## src/rtl/h76_pkg.sv

```systemverilog
// Shared types, codes and defaults for the hixie-76 frame parser.
`timescale 1ns / 1ps
`default_nettype none

package h76_pkg;

  localparam int LENGTH_BITS_DEFAULT = 32;
  localparam int QUEUE_DEPTH_DEFAULT = 4;

  localparam logic [7:0] BYTE_FF   = 8'hFF;
  localparam logic [7:0] DIGIT_MSK = 8'h7F;
  localparam logic [7:0] MORE_BIT  = 8'h80;

  typedef enum logic [2:0] {
    ST_START = 3'd0,
    ST_TEXT  = 3'd1,
    ST_FF    = 3'd2,
    ST_LEN   = 3'd3,
    ST_BIN   = 3'd4
  } parse_state_t;

  typedef enum logic [1:0] {
    EV_HEADER  = 2'd0,
    EV_PAYLOAD = 2'd1,
    EV_END     = 2'd2
  } ev_kind_t;

  typedef enum logic [1:0] {
    FT_TEXT   = 2'd0,
    FT_BINARY = 2'd1,
    FT_CLOSE  = 2'd2
  } frame_type_t;

  typedef struct packed {
    ev_kind_t    kind;
    frame_type_t frame_type;
    logic        has_length;
    logic [31:0] payload_length;
    logic        length_saturated;
    logic [7:0]  data_byte;
    logic        chunk_end;
  } event_t;

  // One queue entry: the first event of a byte, plus a flag for a trailing
  // frame-complete event that shares the chunk_end of the first.
  typedef struct packed {
    event_t ev;
    logic   two;
  } entry_t;

  typedef struct packed {
    logic full;
    logic empty;
  } q_status_t;

endpackage

`default_nettype wire

```

## src/rtl/h76_front.sv

```systemverilog
// Front end: byte-at-a-time frame parser that turns bytes into queue entries.
`timescale 1ns / 1ps
`default_nettype none

module h76_front #(
  parameter int LENGTH_BITS = h76_pkg::LENGTH_BITS_DEFAULT
) (
  input  wire logic             clk,
  input  wire logic             rst,
  input  wire logic             in_valid,
  output logic                  in_ready,
  input  wire logic [7:0]       in_byte,
  input  wire logic             in_chunk,
  input  wire h76_pkg::q_status_t q_stat,
  output logic                  q_push,
  output h76_pkg::entry_t       q_data
);

  h76_pkg::parse_state_t state, state_next;
  logic [LENGTH_BITS-1:0] remaining, remaining_next;
  logic                   overflow, overflow_next;

  logic                   accept;
  logic                   ev_valid;

  // Length digit arithmetic
  logic                   dig_ovf;
  logic [LENGTH_BITS-1:0] dig_rem;
  logic [63:0]            dig_wide;
  logic                   dig_big;
  logic                   dig_more;
  logic                   dig_zero;
  logic                   bin_done;

  assign in_ready = !q_stat.full;
  assign accept   = in_valid && in_ready;
  assign q_push   = accept && ev_valid;

  // In the type-byte state the length is cleared, so a digit after 0xFF
  // starts from zero.
  always_comb begin
    logic [LENGTH_BITS-1:0] base_rem;
    logic                   base_ovf;
    base_rem = (state == h76_pkg::ST_FF) ? '0 : remaining;
    base_ovf = (state == h76_pkg::ST_FF) ? 1'b0 : overflow;
    dig_ovf  = base_ovf || (|base_rem[LENGTH_BITS-1:LENGTH_BITS-7]);
    dig_rem  = dig_ovf ? '1 : {base_rem[LENGTH_BITS-8:0], in_byte[6:0]};
  end

  assign dig_wide = 64'(dig_rem);
  assign dig_big  = |dig_wide[63:32];
  assign dig_more = (in_byte & h76_pkg::MORE_BIT) != 8'h00;
  assign dig_zero = (dig_rem == '0);
  assign bin_done = (remaining <= LENGTH_BITS'(1));

  // Next state
  always_comb begin
    state_next = state;
    unique case (state)
      h76_pkg::ST_TEXT: begin
        if (in_byte == h76_pkg::BYTE_FF) state_next = h76_pkg::ST_START;
      end
      h76_pkg::ST_FF: begin
        if (in_byte == 8'h00) state_next = h76_pkg::ST_START;
        else if (dig_more) state_next = h76_pkg::ST_LEN;
        else if (dig_zero) state_next = h76_pkg::ST_START;
        else state_next = h76_pkg::ST_BIN;
      end
      h76_pkg::ST_LEN: begin
        if (dig_more) state_next = h76_pkg::ST_LEN;
        else if (dig_zero) state_next = h76_pkg::ST_START;
        else state_next = h76_pkg::ST_BIN;
      end
      h76_pkg::ST_BIN: begin
        if (bin_done) state_next = h76_pkg::ST_START;
      end
      default: begin
        if (in_byte == h76_pkg::BYTE_FF) state_next = h76_pkg::ST_FF;
        else if ((in_byte & h76_pkg::MORE_BIT) == 8'h00) state_next = h76_pkg::ST_TEXT;
        else state_next = h76_pkg::ST_LEN;
      end
    endcase
  end

  // Outputs and datapath
  always_comb begin
    q_data              = '0;
    q_data.ev.chunk_end = in_chunk;
    ev_valid            = 1'b0;
    remaining_next      = remaining;
    overflow_next       = overflow;
    unique case (state)
      h76_pkg::ST_TEXT: begin
        ev_valid = 1'b1;
        if (in_byte == h76_pkg::BYTE_FF) begin
          q_data.ev.kind = h76_pkg::EV_END;
        end else begin
          q_data.ev.kind      = h76_pkg::EV_PAYLOAD;
          q_data.ev.data_byte = in_byte;
        end
      end
      h76_pkg::ST_FF, h76_pkg::ST_LEN: begin
        if (state == h76_pkg::ST_FF && in_byte == 8'h00) begin
          ev_valid              = 1'b1;
          q_data.two            = 1'b1;
          q_data.ev.kind        = h76_pkg::EV_HEADER;
          q_data.ev.frame_type  = h76_pkg::FT_CLOSE;
          q_data.ev.has_length  = 1'b1;
        end else begin
          remaining_next = dig_rem;
          overflow_next  = dig_ovf;
          if (!dig_more) begin
            ev_valid                   = 1'b1;
            q_data.two                 = dig_zero;
            q_data.ev.kind             = h76_pkg::EV_HEADER;
            q_data.ev.frame_type       = h76_pkg::FT_BINARY;
            q_data.ev.has_length       = 1'b1;
            q_data.ev.payload_length   = dig_big ? 32'hFFFF_FFFF : dig_wide[31:0];
            q_data.ev.length_saturated = dig_ovf || dig_big;
          end
        end
      end
      h76_pkg::ST_BIN: begin
        ev_valid            = 1'b1;
        q_data.ev.kind      = h76_pkg::EV_PAYLOAD;
        q_data.ev.data_byte = in_byte;
        q_data.two          = bin_done;
        if (remaining != '0) remaining_next = remaining - LENGTH_BITS'(1);
      end
      default: begin
        remaining_next = '0;
        overflow_next  = 1'b0;
        if (in_byte != h76_pkg::BYTE_FF && (in_byte & h76_pkg::MORE_BIT) == 8'h00) begin
          ev_valid             = 1'b1;
          q_data.ev.kind       = h76_pkg::EV_HEADER;
          q_data.ev.frame_type = h76_pkg::FT_TEXT;
        end
      end
    endcase
  end

  always_ff @(posedge clk) begin
    if (rst) begin
      state     <= h76_pkg::ST_START;
      remaining <= '0;
      overflow  <= 1'b0;
    end else if (accept) begin
      state     <= state_next;
      remaining <= remaining_next;
      overflow  <= overflow_next;
    end
  end

endmodule

`default_nettype wire

```

## src/rtl/h76_queue.sv

```systemverilog
// Short entry queue between the parser front end and the output back end.
`timescale 1ns / 1ps
`default_nettype none

module h76_queue #(
  parameter int DEPTH = h76_pkg::QUEUE_DEPTH_DEFAULT
) (
  input  wire logic               clk,
  input  wire logic               rst,
  input  wire logic               push,
  input  wire h76_pkg::entry_t    push_data,
  input  wire logic               pop,
  output h76_pkg::entry_t         pop_data,
  output h76_pkg::q_status_t      stat
);

  localparam int PW = (DEPTH > 1) ? $clog2(DEPTH) : 1;
  localparam int CW = $clog2(DEPTH + 1);

  h76_pkg::entry_t entries [DEPTH];
  logic [PW-1:0]   wr_ptr, rd_ptr;
  logic [CW-1:0]   count;

  assign stat.full  = (count == CW'(DEPTH));
  assign stat.empty = (count == '0);
  assign pop_data   = entries[rd_ptr];

  always_ff @(posedge clk) begin
    if (push) entries[wr_ptr] <= push_data;
  end

  always_ff @(posedge clk) begin
    if (rst) begin
      wr_ptr <= '0;
      rd_ptr <= '0;
      count  <= '0;
    end else begin
      if (push) wr_ptr <= (wr_ptr == PW'(DEPTH - 1)) ? '0 : wr_ptr + PW'(1);
      if (pop)  rd_ptr <= (rd_ptr == PW'(DEPTH - 1)) ? '0 : rd_ptr + PW'(1);
      if (push && !pop) count <= count + CW'(1);
      else if (pop && !push) count <= count - CW'(1);
    end
  end

endmodule

`default_nettype wire

```

## src/rtl/h76_back.sv

```systemverilog
// Back end: expands queue entries into events and holds the output register.
`timescale 1ns / 1ps
`default_nettype none

module h76_back (
  input  wire logic               clk,
  input  wire logic               rst,
  input  wire h76_pkg::entry_t    q_data,
  input  wire h76_pkg::q_status_t q_stat,
  output logic                    q_pop,
  input  wire logic               out_ready,
  output logic                    out_valid,
  output h76_pkg::event_t         out_ev,
  output logic                    out_last
);

  logic            pend_second;
  logic            pend_chunk;
  logic            load;
  h76_pkg::event_t end_ev;

  assign load  = !out_valid || out_ready;
  assign q_pop = load && !pend_second && !q_stat.empty;

  // Frame-complete event that trails a two-result entry
  always_comb begin
    end_ev           = '0;
    end_ev.kind      = h76_pkg::EV_END;
    end_ev.chunk_end = pend_chunk;
  end

  always_ff @(posedge clk) begin
    if (rst) begin
      out_valid   <= 1'b0;
      pend_second <= 1'b0;
    end else if (load) begin
      if (pend_second) begin
        out_valid   <= 1'b1;
        pend_second <= 1'b0;
      end else begin
        out_valid   <= !q_stat.empty;
        pend_second <= !q_stat.empty && q_data.two;
      end
    end
  end

  always_ff @(posedge clk) begin
    if (load) begin
      if (pend_second) begin
        out_ev   <= end_ev;
        out_last <= 1'b1;
      end else begin
        out_ev     <= q_data.ev;
        out_last   <= !q_data.two;
        pend_chunk <= q_data.ev.chunk_end;
      end
    end
  end

endmodule

`default_nettype wire

```

## src/rtl/hixie76_frame_parser.sv

```systemverilog
// Top level of the hixie-76 WebSocket frame parser.
//
//  channel | dir | tdata                         | tuser               | tlast
//  --------+-----+-------------------------------+---------------------+-----------
//  s_*     | in  | [7:0] byte_in                 | -                   | chunk_last
//  m_*     | out | has_length, payload_length,   | event_kind,         | last
//          |     | length_saturated, data_byte,  | frame_type          |
//          |     | chunk_end                     |                     |
//
// One byte is taken per cycle while the entry queue is not full; the parser
// state, the length shift-add and the remaining-byte decrement all settle in
// that single cycle of the front end. A result passes through the entry queue
// and the output register. A byte that raises two results holds the output
// register for both in turn; the entry queue absorbs that, so input and output
// stall independently. Reset is synchronous and clears the parser state, the
// queue and the output valid; there is no clearing pass.
`timescale 1ns / 1ps
`default_nettype none

module hixie76_frame_parser #(
  parameter int LENGTH_BITS = h76_pkg::LENGTH_BITS_DEFAULT,
  parameter int QUEUE_DEPTH = h76_pkg::QUEUE_DEPTH_DEFAULT
) (
  input  wire logic        clk,
  input  wire logic        rst,
  // Input byte stream
  input  wire logic        s_tvalid,
  output logic             s_tready,
  input  wire logic [7:0]  s_tdata,   // [7:0] byte_in
  input  wire logic        s_tlast,   // chunk_last
  // Event stream
  output logic             m_tvalid,
  input  wire logic        m_tready,
  output logic [47:0]      m_tdata,   // [0] has_length, [32:1] payload_length,
                                      // [33] length_saturated, [41:34] data_byte,
                                      // [42] chunk_end, [47:43] zero
  output logic [3:0]       m_tuser,   // [1:0] event_kind, [3:2] frame_type
  output logic             m_tlast    // last result of its input byte
);

  logic               q_push;
  logic               q_pop;
  h76_pkg::entry_t    q_in;
  h76_pkg::entry_t    q_out;
  h76_pkg::q_status_t q_stat;
  h76_pkg::event_t    out_ev;

  // Parse and classify each byte
  h76_front #(
    .LENGTH_BITS(LENGTH_BITS)
  ) u_front (
    .clk      (clk),
    .rst      (rst),
    .in_valid (s_tvalid),
    .in_ready (s_tready),
    .in_byte  (s_tdata),
    .in_chunk (s_tlast),
    .q_stat   (q_stat),
    .q_push   (q_push),
    .q_data   (q_in)
  );

  // Decouple parsing from delivery
  h76_queue #(
    .DEPTH(QUEUE_DEPTH)
  ) u_queue (
    .clk       (clk),
    .rst       (rst),
    .push      (q_push),
    .push_data (q_in),
    .pop       (q_pop),
    .pop_data  (q_out),
    .stat      (q_stat)
  );

  // Expand entries into events and drive the output register
  h76_back u_back (
    .clk       (clk),
    .rst       (rst),
    .q_data    (q_out),
    .q_stat    (q_stat),
    .q_pop     (q_pop),
    .out_ready (m_tready),
    .out_valid (m_tvalid),
    .out_ev    (out_ev),
    .out_last  (m_tlast)
  );

  assign m_tuser = {out_ev.frame_type, out_ev.kind};
  assign m_tdata = {5'b0, out_ev.chunk_end, out_ev.data_byte, out_ev.length_saturated,
                    out_ev.payload_length, out_ev.has_length};

`ifndef SYNTHESIS
  // Never write into a full queue.
  a_no_push_full: assert property (@(posedge clk) disable iff (rst)
    !(q_push && q_stat.full))
    else $error("entry pushed into full queue");

  // A transfer that is not the last of its byte is followed by its frame end.
  a_second_is_end: assert property (@(posedge clk) disable iff (rst)
    (m_tvalid && m_tready && !m_tlast) |=>
      (m_tvalid && m_tlast && m_tuser[1:0] == h76_pkg::EV_END))
    else $error("missing frame end after non-last event");

  // A close header always has its frame end behind it.
  a_close_not_last: assert property (@(posedge clk) disable iff (rst)
    (m_tvalid && m_tuser[1:0] == h76_pkg::EV_HEADER &&
     m_tuser[3:2] == h76_pkg::FT_CLOSE) |-> !m_tlast)
    else $error("close header marked last");
`endif

endmodule

`default_nettype wire

```

## config.mk

```make
export PLATFORM = sky130hd
export DESIGN_NAME = hixie76_frame_parser
export DESIGN_NICKNAME = d
export VERILOG_FILES = /design/src/rtl/h76_pkg.sv /design/src/rtl/h76_front.sv /design/src/rtl/h76_queue.sv /design/src/rtl/h76_back.sv /design/src/rtl/hixie76_frame_parser.sv
export SDC_FILE = /design/constraint.sdc
export NUM_CORES = 1
export LEC_CHECK = 0
export BUFFER_PORTS_ARGS = -buffer_cell sky130_fd_sc_hd__buf_2
export CORE_AREA = 5 5 164 166
export CTS_BUF_LIST = sky130_fd_sc_hd__clkbuf_4 sky130_fd_sc_hd__clkbuf_8
export DETAILED_ROUTE_END_ITERATION = 8
export DIE_AREA = 0 0 169 171
export PLACE_DENSITY = 0.66
export SLEW_MARGIN = 20
export SYNTH_ARGS = -nofsm -noshare
export SYNTH_HDL_FRONTEND = slang
export SYNTH_SLANG_ARGS = --single-unit
```

## constraint.sdc

```tcl
create_clock -name clk -period 4.5 [get_ports clk]
set_input_delay 0.225 -clock clk [delete_from_list [all_inputs] [get_ports clk]]
set_output_delay 0.225 -clock clk [all_outputs]
set_load 0.005 [all_outputs]
```

# Word-level counts from Yosys, hierarchy flattened
# Memories as Yosys holds them, arrays and structs flattened. A register that Yosys moved wholly into a read port is not among the register bits.
# Index checks and enable logic that the tools add are counted.
dict set report op_classes {
  eq_ne 13
  mux 43
  bitwise_logic 3
  n_reduce_logical 31
  magnitude_cmp 1
  add_sub_neg 5
}
# op n
set ops {}
lappend ops {{32-bit 2-to-1 mux} 4}
lappend ops {{32-bit one-hot mux with 3 select lines} 1}
lappend ops {{35-bit 2-to-1 mux} 1}
lappend ops {{34-bit 2-to-1 mux} 1}
lappend ops {{33-bit 2-to-1 mux} 1}
lappend ops {{32-bit by 1-bit less-or-equal comparator with 1-bit output, second input constant} 1}
lappend ops {{32-bit zero test} 1}
lappend ops {{32-bit nonzero test} 1}
lappend ops {{32-bit by 1-bit subtractor with 32-bit output, second input constant} 1}
lappend ops {{3-bit 2-to-1 mux} 8}
lappend ops {{8-bit zero test} 2}
lappend ops {{8-bit one-hot mux with 2 select lines} 1}
lappend ops {{2-bit 2-to-1 mux} 7}
lappend ops {{1-bit 2-to-1 mux} 12}
lappend ops {{3-bit one-hot mux with 4 select lines} 1}
lappend ops {{1-bit logical AND} 9}
lappend ops {{8-bit equality test, second input constant} 1}
lappend ops {{8-bit 2-to-1 mux} 1}
lappend ops {{8-bit inequality test, second input constant} 1}
lappend ops {{1-bit zero test} 7}
lappend ops {{7-bit OR reduction} 1}
lappend ops {{3-bit by 2-bit equality test with 1-bit output, second input constant} 2}
lappend ops {{3-bit equality test, second input constant} 2}
lappend ops {{2-bit by 1-bit inequality test with 1-bit output, second input constant} 3}
lappend ops {{17 further kinds} 26}
dict set report totals {
  ff_bits 94
  output_inout_bits 55
  word_cells 114
  mem_count 1
  input_bits 13
  mem_bits_rw 192
}
# name words word_bits rd rd_clocked_by_memory_dff wr line_no
set mem_list {}
lappend mem_list {u_queue.entries 4 48 1 1 1 h76_queue.sv:20} ;# h76_pkg::entry_t entries [DEPTH];

# Logic depth before layout (Yosys ltp)
# Gate-level depths: netlist (run 1).
dict set report depth {
  ltp_word 10
  ltp_mapped 11
  depth_no_buf 9
}

# Hierarchy
# Synthesis (run 1) repeated with hierarchy kept, for this count alone.
dict set report hier_totals {
  hier_cells 865
  hier_area_um2 12386.9
}
# module area_per_inst_um2 cells_per_inst n_inst seq_area_each_um2
set by_module_without_submodules {}
lappend by_module_without_submodules {h76_queue 7358.3 294 1 5945.7}
lappend by_module_without_submodules {h76_front 3096.7 452 1 720.7}
lappend by_module_without_submodules {h76_back 1890.6 113 1 1511.4}
lappend by_module_without_submodules {hixie76_frame_parser 41.3 6 1 0.0}

# Worst setup path after synthesis (run 1)
# OpenSTA, ideal clock, no wires.
dict set report synth_timing {
  path_kind {reg2reg}
  from {register u_front.state[0]}
  to {memory u_queue.entries[0][0] in the netlist's numbering, enable pin}
  arrival_ns 2.338
  n_path_buf 1
  period_less_slack_ns 2.749
  slack_ns 1.751
  path_stages_with_launch 5
  setup_time_ns 0.411
  cell_sequence {dfxtp_1 clkbuf_1 xnor2_1 o21ai_0 and3_1}
}
dict set report synth_via {
  elab_chain_len 7
  elab_cells_between_ends 12
  cone_classes {eq/ne (4); mux (4); reduce/logical (4)}
}
# element line_no
set synth_lines {}
lappend synth_lines {{from (decl)} h76_front.sv:19} ;# h76_pkg::parse_state_t state, state_next;
lappend synth_lines {{from (signal assigned)} h76_front.sv:144} ;# state <= h76_pkg::ST_START;
lappend synth_lines {{from (signal assigned)} h76_front.sv:148} ;# state <= state_next;
lappend synth_lines {{3-bit by 2-bit equality test with 1-bit output} {h76_front.sv:92, h76_front.sv:103}}
lappend synth_lines {{1-bit logical AND} h76_front.sv:103} ;# if (state == h76_pkg::ST_FF && in_byte == 8'h00) begin
lappend synth_lines {{1-bit 2-to-1 mux} h76_front.sv:103}
lappend synth_lines {{1-bit one-hot mux with 2 select lines *} h76_front.sv:92} ;# unique case (state)
lappend synth_lines {{1-bit logical AND *} h76_front.sv:37} ;# assign q_push = accept && ev_valid;
lappend synth_lines {{1-bit 2-to-1 mux *} h76_queue.sv:29} ;# if (push) entries[wr_ptr] <= push_data;
lappend synth_lines {{1-bit 2-to-1 mux (not written as such) *} h76_queue.sv:29}
lappend synth_lines {{to (decl)} h76_queue.sv:20}
# Every way passes the cells marked *; elsewhere a longest branch is shown, timed or not.

# Worst setup path after layout (run 1)
dict set report layout_timing {
  from {register u_front.remaining[0]}
  to {register u_front.remaining[21]}
}
dict set report layout_via {
  elab_chain_len 3
  elab_cells_between_ends 6
  cone_classes {add/sub (1); eq/ne (1); mux (2); reduce/logical (2)}
}
# element line_no
set layout_lines {}
lappend layout_lines {{from (decl)} h76_front.sv:20} ;# logic [LENGTH_BITS-1:0] remaining, remaining_next;
lappend layout_lines {{from (signal assigned)} h76_front.sv:149} ;# remaining <= remaining_next;
lappend layout_lines {{32-bit by 1-bit subtractor with 32-bit output / 32-bit nonzero test (equally long branches)} h76_front.sv:128} ;# if (remaining != '0) remaining_next = remaining - LENGTH_BITS'(1);
lappend layout_lines {{32-bit 2-to-1 mux / 2-bit by 1-bit inequality test with 1-bit output (equally long branches)} n/a}
lappend layout_lines {{32-bit one-hot mux with 3 select lines / 4-bit AND reduction (equally long branches)} n/a}
# Several ways; a longest one is shown, not always the timed one. The select of a mux whose other input is x is not followed.
# A chain may end at the register's enable or synchronous reset.

==> results of run 1 <==
## final timing paths
check | start | end | slack, ps | cells past startpoint
hold reg to reg | u_front.remaining[18] | u_front.remaining[18] | 500 | 2
setup reg to reg | u_front.remaining[0] | u_front.remaining[21] | 1470 | 7
hold / removal | s_tdata[7] | u_front.state[1] | 100 | 3
setup / recovery | u_front.remaining[0] | u_front.remaining[21] | 1470 | 7
## final cells by class
class                      instances  share of cell area [%]
sequential                       288                    59.1
multi-input combinational        490                    27.5
clock buffer                      70                    5.87
timing repair buffer              79                    3.18
tap                              335                    3.03
clock inverter                    13                   0.804
inverter                          20                   0.542
## cells in the final DEF (no fill, tap or decap), drive strengths merged, types with 10 or more instances in the layout
cell type / Yosys / routed
nor2b: 47 / 47
nand2: 18 / 18
o32ai: 10 / 10
nor3: 17 / 17
nand3: 18 / 18
mux4: 48 / 48
buf: 18 / 78
o21a: 13 / 13
clkbuf: 50 / 70
inv: 20 / 21
nor2: 80 / 80
o31ai: 21 / 21
nand4: 10 / 10
nor4: 29 / 29
dfxtp: 47 / 47
o211ai: 10 / 10
a21oi: 49 / 49
edfxtp: 241 / 241
## cells by family (layout without fill, tap and decap cells)
group | Yosys count | in the layout | synth area share, %
adders and majority gates | 9 | 9 | 0.974
AOI/OAI and AO/OA | 155 | 155 | 8.69
muxes | 52 | 52 | 9.10
other | 1 | 5 | 0.0304
and+or+nand+nor | 266 | 266 | 11.6
DFF | 288 | 288 | 66.3
xor gates and xnor gates | 3 | 3 | 0.213
buffers and inverters | 88 | 182 | 3.04
## worst min-delay path: stages
cell and delay (ps):
buf_2 180, nor2_1 120, a211oi_1 70
## synthesized netlist by cell type (9+ instances only)
cell type / instances / area [µm²]
or3_1: 9 / 56.3
nor4_1: 27 / 169
nand2_1: 18 / 67.6
clkbuf_1: 50 / 188
o31ai_1: 21 / 158
o211ai_1: 10 / 75.1
a21oi_1: 48 / 240
o21a_1: 13 / 97.6
nor3_1: 16 / 80.1
nand3_1: 18 / 90.1
nor2b_1: 47 / 294
a31oi_1: 9 / 56.3
dfxtp_1: 47 / 941
edfxtp_1: 241 / 7240
mux4_2: 48 / 1080
nand4_1: 10 / 62.6
o32ai_1: 10 / 87.6
inv_1: 20 / 75.1
nor2_1: 80 / 300
## power by group through the flow
| stage | sequential, mW | combinational, mW | clock, mW |
|---|---|---|---|
| after floorplan | 3.55 | 1.07 | 0 |
| after global placement | 3.61 | 1.59 | 0 |
| after detailed placement | 3.62 | 1.60 | 0 |
| after CTS | 3.57 | 1.60 | 2.29 |
| after global routing | 3.61 | 1.74 | 2.41 |
| final | 3.56 | 1.59 | 2.24 |
## sequential cells by signal, summed over array words and instances (netlist names), 2 cells and up, named ones only
name	flops
u_queue.wr_ptr	2
u_front.remaining	32
u_queue.count	3
u_front.state	3
u_queue.entries	192
u_back.out_ev	47
u_queue.rd_ptr	2
## routing by layer
layer / GRT usage [%] / vias to the layer above / wire length, µm / part of all wire, %
met2: 30.7 / 377 / 13200 / 47
met1: 27.2 / 3837 / 11700 / 42
li1: - / 3509 / - / -
met5: 0 / - / 0 / 0
met3: 3.05 / 72 / 2210 / 7.9
met4: 7.14 / 0 / 820 / 2.9
==> key figures, run 1 <==
Timing
  – Worst-Margin Slew: 1030 ps
  – Crit share post-route: 67.3%
  – Final Max Slew Viols: 0
  – Final hold viol count: 0
  – Clock skew: 18.8 ps
  – Fmax: 330 MHz
  – Hold WS: 104 ps
  – Period minus WS final: 3030 ps
  – Setup-failing EPs final: 0
  – RSZ-0062 raised after global routing: false
  – Final TNS setup: 0 ps
  – Slew headroom: 31.2%
  – Fin worst setup slack: 1470 ps

Power
  – Leak pwr: 4.70 nW
  – Combinational Power Share: 21.5%
  – PwrDens: 534 mW/mm²
  – Pint: 5.36 mW
  – Switch share: 27.5%
  – Clock network power share: 30.3%
  – Total Power: 7.39 mW
  – Worst VDD drop: 0.203 mV
  – Reg power frac: 48.2%
  – Switching power: 2.03 mW

Route
  – Via count: 7795
  – Drt via density: 6.02
  – Final WL: 28.0 mm
  – Detail Route Antenna Nets: 0
  – DR WL/cell: 21.6 µm
  – Initial drt markers: 1045
  – Pre-Repair DR Iteration Count: 5
  – DRC: 0

Floorplanning
  – Site Rows: 59
  – Core box area: 0.0255 mm²
  – Die area: 0.0289 mm²
  – Die Wd: 169 µm
  – Io pins: 68
  – Initial Util: 48.4%
  – Chip height: 171 µm

Placed design
  – Dpl hpwl: 17.2 mm
  – Pre-CTS setup slack: 1630 ps
  – Cells after DPL: 1211
  – IO Port Bufs: 62
  – Post-DP Area: 0.0129 mm²
  – Gpl congestion: 0.908

Yosys
  – Seq/Total Area, Yosys: 66.3%
  – Post-Synthesis Cells: 862
  – Syn. warnings: 0
  – Ys async rst share: 0%
  – Synth Register Bits: 288
  – Post-Syn Area: 0.0123 mm²
  – Mapped Avg Cell Area: 14.3 µm²
  – EDFF count, synth: 241
  – Count of cell types in the netlist: 59
  – Top_reg_cell synth: edfxtp_1

Worst hold path
  – HP Class: in -> reg

Worst setup path
  – Worst path required time: 4960 ps
  – CP delay by family, top: simple AND/OR/NAND/NOR gates
  – Startpoint types: flop
  – CP max stage cell: nor3_1
  – Bufs and invs on worst path: 1
  – Critical Path Fanout Max: 10
  – CP Cell Sequence: inv_1, ha_1, nor3b_1, nand4_1, nor3_1, o311ai_0, a21oi_1
  – Critical Path AT: 3490 ps
  – CP Capture Type: flop
  – Critical path type: reg -> reg
  – Critical Path Max Stage Delay: 680 ps

Clock tree
  – Post-CTS Setup Inserts: 0
  – Skew-Pair Late Insertion Delay: 550 ps
  – CTS root buf: clkbuf_8
  – Clock sinks: 288
  – CTS clk-pin slew, worst paths: 60 ps
  – Post-CTS sizing: 0
  – Longest Clk Path Bufs: 3
  – CTS buffer count: 45
  – H-tree Lvls: 2
  – CTS tree: built
  – CTS Hold Bufs: 1

Final layout
  – Sequential Area: 0.00818 mm²
  – Share of layout cells above drive strength 1: 23.2%
  – Fin nets: 946
  – Finished Layout Cells: 1295
  – Fin util: 54.4%
  – Finished Cell Area: 0.0138 mm²
  – P&R area growth vs syn: 12.3%
  – Area of the multi-input gates: 0.00380 mm²
  – Antenna cells: 0
  – Number of fill cells: 2082

Global route
  – Vias in the first global route: 7815
  – Initial antenna violation count: 0
  – Largest net degree at the start of global routing: 51
  – First-pass GRT wire length: 44.0 mm
  – Total grt overflow: 0
  – Total track usage: 19.3%

Run status
  – Status: finished clean

Run
  – # Max-Cap Violations: 0
Note: power is estimated with default switching activity, not from simulation.
==> run 2: changes to the inputs <==
==> constraint.sdc (replaced) <==
create_clock -name clk -period 2.85 [get_ports clk]
set_input_delay 0.1425 -clock clk [delete_from_list [all_inputs] [get_ports clk]]
set_output_delay 0.1425 -clock clk [all_outputs]
set_load 0.005 [all_outputs]
==> key figures, run 2 (same netlist as run 1, synthesis figures left out) <==
Worst setup path
  – Critical path type: reg -> reg
  – CP max stage cell: or4_1
  – Setup slack, reg-to-reg: 170 ps
  – Startpoint types: flop
  – Bufs and invs on worst path: 1
  – Critical Path Fanout Max: 10
  – Critical Path AT: 3140 ps
  – Critical Path Max Stage Delay: 690 ps
  – CP Cell Sequence: or4_1, or3_1, nor3_1, buf_4, o311ai_0, a21oi_1
  – Worst path required time: 3310 ps
  – CP delay by family, top: simple AND/OR/NAND/NOR gates
  – CP Capture Type: flop
  – Reg2reg start: u_front.remaining[17]
  – FF-to-FF End: u_front.remaining[23]
  – R2R cell count: 6

Power
  – PwrDens: 823 mW/mm²
  – Pint: 8.47 mW
  – Leak pwr: 4.92 nW
  – Clock network power share: 29.2%
  – Total Power: 11.7 mW
  – Combinational Power Share: 23.3%
  – Reg power frac: 47.5%
  – Switch share: 27.7%
  – Switching power: 3.24 mW
  – Worst VDD drop: 0.345 mV

Floorplanning
  – Die area: 0.0289 mm²
  – Chip height: 171 µm
  – Io pins: 68
  – Core box area: 0.0255 mm²
  – Initial Util: 48.4%
  – Die Wd: 169 µm
  – Site Rows: 59

Final layout
  – Area of the multi-input gates: 0.00380 mm²
  – P&R area growth vs syn: 15.5%
  – Antenna cells: 0
  – Max reg flops: 192
  – Most frequent cells in the layout: 241 x edfxtp_1, 80 x nor2_1, 62 x buf_2
  – Most flop-heavy register: u_queue.entries
  – Fin nets: 991
  – Number of fill cells: 2099
  – Sequential Area: 0.00818 mm²
  – Commonest non-fill, non-tap cell in the layout: edfxtp_1
  – Biggest regs: u_queue.entries: 192 flops, u_back.out_ev: 47 flops, u_front.remaining: 32 flops
  – Share of layout cells above drive strength 1: 26.0%
  – Finished Cell Area: 0.0142 mm²

Route
  – Initial drt markers: 724
  – DR WL/cell: 20.8 µm
  – Pre-Repair DR Iteration Count: 5
  – Final WL: 27.9 mm
  – Via count: 7951
  – Drt via density: 5.93
  – Detail Route Antenna Nets: 0
  – DRC: 0

Timing
  – Final hold viol count: 0
  – Clock skew: 26.4 ps
  – Worst-Margin Slew: 886 ps
  – Fmax: 373 MHz
  – RSZ-0062 raised after global routing: false
  – Final Max Slew Viols: 0
  – Setup-failing EPs final: 0
  – Slew headroom: 40.8%
  – Crit share post-route: 93.9%
  – Final TNS setup: 0 ps
  – Period minus WS final: 2680 ps

Worst hold path
  – HP Class: in -> reg
  – WHS Endpoint: u_queue.entries[2][12]
  – Hold path startpoint: s_tdata[1]
  – Worst hold stages: 2

Run
  – # Max-Cap Violations: 0

Global route
  – Total track usage: 19.4%
  – Total grt overflow: 0
  – Largest net degree at the start of global routing: 51
  – Initial antenna violation count: 0
  – First-pass GRT wire length: 44.5 mm
  – Vias in the first global route: 8005

Run status
  – Status: finished clean

Clock tree
  – Skew-Pair Late Insertion Delay: 560 ps
  – Post-CTS sizing: 0
  – CTS tree: built
  – Clock sinks: 288
  – CTS root buf: clkbuf_8
  – Longest Clk Path Bufs: 3
  – CTS clk-pin slew, worst paths: 60 ps
  – CTS Hold Bufs: 3
  – Post-CTS Setup Inserts: 0
  – CTS buffer count: 45
  – H-tree Lvls: 2

Placed design
  – IO Port Bufs: 62
  – Post-DP Area: 0.0133 mm²
  – Dpl hpwl: 18.2 mm
  – Gpl congestion: 0.955
-- run 2: cell count changes in the layout (fill, tap and decap cells not counted), moves of 2 or more --
cell / before / now
buf_4: 16 / 52
clkinv_1: 8 / 11
clkbuf_4: 24 / 19
buf_12: 0 / 7
dlygate4sd3_1: 1 / 3
-- run 2: routing by layer --
layer | wire, µm | vias up | share of wire [%] | GRT usage, %
li1 | - | 3600 | - | -
met1 | 12200 | 3955 | 44 | 27.9
met2 | 13300 | 332 | 48 | 30.6
met3 | 1790 | 64 | 6.4 | 3.35
met4 | 629 | 0 | 2.3 | 6.16
met5 | 0 | - | 0 | 0
-- run 2: how the worst max path moves through the flow --
stage	startpoint	end	slack, ps	depth (start not counted)
after floorplan	u_front.state[0]	u_queue.entries[0][0]	100	4
after global placement	u_front.remaining[16]	u_front.remaining[21]	290	6
after detailed placement	u_front.remaining[17]	u_front.remaining[23]	220	6
after CTS	u_front.remaining[17]	u_front.remaining[23]	190	6
after global routing	u_front.remaining[17]	u_front.remaining[23]	100	6
final	u_front.remaining[17]	u_front.remaining[23]	170	6
-- run 2: worst register-to-register path, cell delays in order, from the launching register on --
cell	delay, ps
dfxtp_1	340
or4_1	690
or3_1	590
nor3_1	450
buf_4	210
o311ai_0	130
a21oi_1	180
-- run 2: area by class of cell --
class / instances / share of cell area, %
Sequential cell: 288 / 57.5
Multi-Input combinational cell: 490 / 26.7
Timing Repair Buffer: 124 / 6.11
Clock buffer: 65 / 5.45
Tap cell: 335 / 2.94
Clock inverter: 18 / 0.861
Inverter: 20 / 0.527
-- run 2: through the flow --
stage | std cells | hold WS, ps | setup WS (ps) | util [%]
floorplan | 866 | 241 | 101 | -
global placement | 1254 | 363 | 286 | 52.3
detailed placement | 1254 | 381 | 217 | 52.3
CTS | 1340 | 17.8 | 195 | 55.9
global route | 1340 | 23.9 | 97.8 | 55.9
finish | 1340 | 34.6 | 172 | 55.9
-- run 2: power by group through the flow --
stage / logic [mW] / clock network (mW) / registers (mW)
floorplan: 1.69 / 0 / 5.60
global placement: 2.72 / 0 / 5.65
detailed placement: 2.74 / 0 / 5.67
CTS: 2.76 / 3.50 / 5.58
global route: 2.98 / 3.73 / 5.64
finish: 2.72 / 3.42 / 5.57
==> run 3: changes to the inputs <==
--- a/config.mk
+++ b/config.mk
@@ -6,11 +6,11 @@
 export NUM_CORES = 1
 export LEC_CHECK = 0
 export BUFFER_PORTS_ARGS = -buffer_cell sky130_fd_sc_hd__buf_2
-export CORE_AREA = 5 5 164 166
+export CORE_AREA = 5 5 156 158
 export CTS_BUF_LIST = sky130_fd_sc_hd__clkbuf_4 sky130_fd_sc_hd__clkbuf_8
 export DETAILED_ROUTE_END_ITERATION = 8
-export DIE_AREA = 0 0 169 171
-export PLACE_DENSITY = 0.66
+export DIE_AREA = 0 0 161 163
+export PLACE_DENSITY = 0.72
 export SLEW_MARGIN = 20
 export SYNTH_ARGS = -nofsm -noshare
 export SYNTH_HDL_FRONTEND = slang
==> key figures, run 3 (same netlist as run 1, synthesis figures left out) <==
Run status
  – Status: finished clean

Clock tree
  – CTS tree: built
  – Longest Clk Path Bufs: 3
  – CTS root buf: clkbuf_8
  – H-tree Lvls: 2
  – CTS clk-pin slew, worst paths: 60 ps
  – Skew-Pair Late Insertion Delay: 560 ps
  – CTS buffer count: 45
  – Clock sinks: 288

Worst setup path
  – CP Capture Type: flop
  – Worst path required time: 3200 ps
  – Reg2reg start: u_front.remaining[28]
  – Critical path type: reg -> reg
  – Startpoint types: flop
  – Critical Path AT: 2940 ps
  – Setup crit start: u_front.remaining[28]
  – FF-to-FF End: u_queue.entries[3][0]
  – Setup slack, reg-to-reg: 260 ps
  – Critical Path Fanout Max: 16
  – Setup crit end: u_queue.entries[3][0]
  – R2R cell count: 6

Power
  – PwrDens: 830 mW/mm²
  – Switching power: 3.25 mW
  – Total Power: 11.7 mW
  – Switch share: 27.8%
  – Leak pwr: 4.82 nW
  – Combinational Power Share: 23.0%
  – Worst VDD drop: 0.471 mV
  – Reg power frac: 47.7%
  – Pint: 8.42 mW
  – Clock network power share: 29.3%

Final layout
  – Most frequent cells in the layout: 241 x edfxtp_1, 80 x nor2_1, 62 x buf_2
  – Share of layout cells above drive strength 1: 25.0%
  – Number of fill cells: 1748
  – Most flop-heavy register: u_queue.entries
  – Sequential Area: 0.00818 mm²
  – Max reg flops: 192
  – P&R area growth vs syn: 14.0%
  – Fin nets: 974
  – Area of the multi-input gates: 0.00380 mm²
  – Antenna cells: 0
  – Commonest non-fill, non-tap cell in the layout: edfxtp_1
  – Biggest regs: u_queue.entries: 192 flops, u_back.out_ev: 47 flops, u_front.remaining: 32 flops

Route
  – Via count: 7930
  – Detail Route Antenna Nets: 0
  – Initial drt markers: 797
  – DRC: 0
  – Pre-Repair DR Iteration Count: 5
  – Final WL: 27.7 mm
  – Drt via density: 6.21
  – DR WL/cell: 21.7 µm

Floorplanning
  – Die area: 0.0262 mm²
  – Initial Util: 53.6%
  – Site Rows: 56
  – Chip height: 163 µm
  – Core box area: 0.0230 mm²
  – Io pins: 68
  – Die Wd: 161 µm

Timing
  – Setup-failing EPs final: 0
  – Fmax: 386 MHz
  – Worst-Margin Slew: 848 ps
  – Slew headroom: 43.5%
  – Final hold viol count: 0
  – Period minus WS final: 2590 ps
  – Final TNS setup: 0 ps
  – Clock skew: 15.5 ps
  – Crit share post-route: 91.0%
  – Final Max Slew Viols: 0
  – RSZ-0062 raised after global routing: false

Global route
  – Largest net degree at the start of global routing: 51
  – Vias in the first global route: 7860
  – Initial antenna violation count: 1
  – Total track usage: 21.1%
  – First-pass GRT wire length: 43.4 mm
  – Total grt overflow: 0

Run
  – # Max-Cap Violations: 0

Placed design
  – IO Port Bufs: 62
  – Dpl hpwl: 17.4 mm
  – Gpl congestion: 0.960

Worst hold path
  – HP Class: in -> reg
run 3: cell count changes in the layout (fill, tap and decap cells not counted), moves of 2 or more:
cell,previous run,this run
buf_4,52,37
clkbuf_4,19,11
clkinv_2,2,9
clkinvlp_4,1,5
dlygate4sd3_1,3,1
inv_6,2,0
run 3: worst min-delay path by stage:
stage / from / endpoint / depth (start not counted)
after floorplan: s_tlast / u_queue.entries[0][1] / 0
after global placement: s_tlast / u_queue.entries[0][1] / 1
after detailed placement: s_tlast / u_queue.entries[0][1] / 1
after CTS: s_tdata[7] / u_front.state[1] / 3
after global routing: s_tdata[3] / u_queue.entries[2][14] / 2
final: s_tdata[7] / u_front.state[1] / 3
run 3: area by class of cell:
type / instances / share of cell area (%)
clock buffer: 57 / 5.09
sequential: 288 / 58.2
inverter: 20 / 0.543
multi-input combinational: 490 / 27.0
clock inverter: 26 / 1.33
timing repair buffer: 107 / 5.25
tap: 290 / 2.58
run 3: worst max-delay path, cell delays in order, from the launching register on:
cell	delay, ps
dfxtp_1	350
or4_1	630
buf_4	250
nor3_1	490
nand4_1	170
a21oi_1	280
o2bb2ai_1	220
run 3: power groups by stage:
stage | registers [mW] | clock network (mW) | logic [mW]
floorplan | 5.60 | 0 | 1.69
global placement | 5.63 | 0 | 2.67
detailed placement | 5.66 | 0 | 2.71
CTS | 5.57 | 3.50 | 2.72
global route | 5.62 | 3.71 | 2.91
finish | 5.56 | 3.42 | 2.69
run 3: repair_timing:
action	CTS	global route
hold buffers	1	0
buffers inserted	0	0
hold endpoints to repair	4	0
gates resized for setup	0	0
run 3: metrics by stage:
step / cells / utilization [%] / area [µm²] / hold slack [ps] / worst slack, ps
after floorplan: 866 / - / 12300 / 241 / 101
after global placement: 1194 / 57.2 / 13100 / 366 / 388
after detailed placement: 1194 / 57.2 / 13100 / 366 / 348
after CTS: 1278 / 61.2 / 14100 / 11.8 / 324
after global routing: 1278 / 61.2 / 14100 / 24.7 / 121
final: 1278 / 61.2 / 14100 / 27.8 / 257
run 3: routing by layer:
metal / track usage, % / vias up / share of wire, %
met5: 0 / - / 0
met4: 8.30 / 0 / 3.4
met3: 4.96 / 84 / 9.4
met2: 33.6 / 437 / 47
met1: 28.7 / 3840 / 40
li1: - / 3569 / -
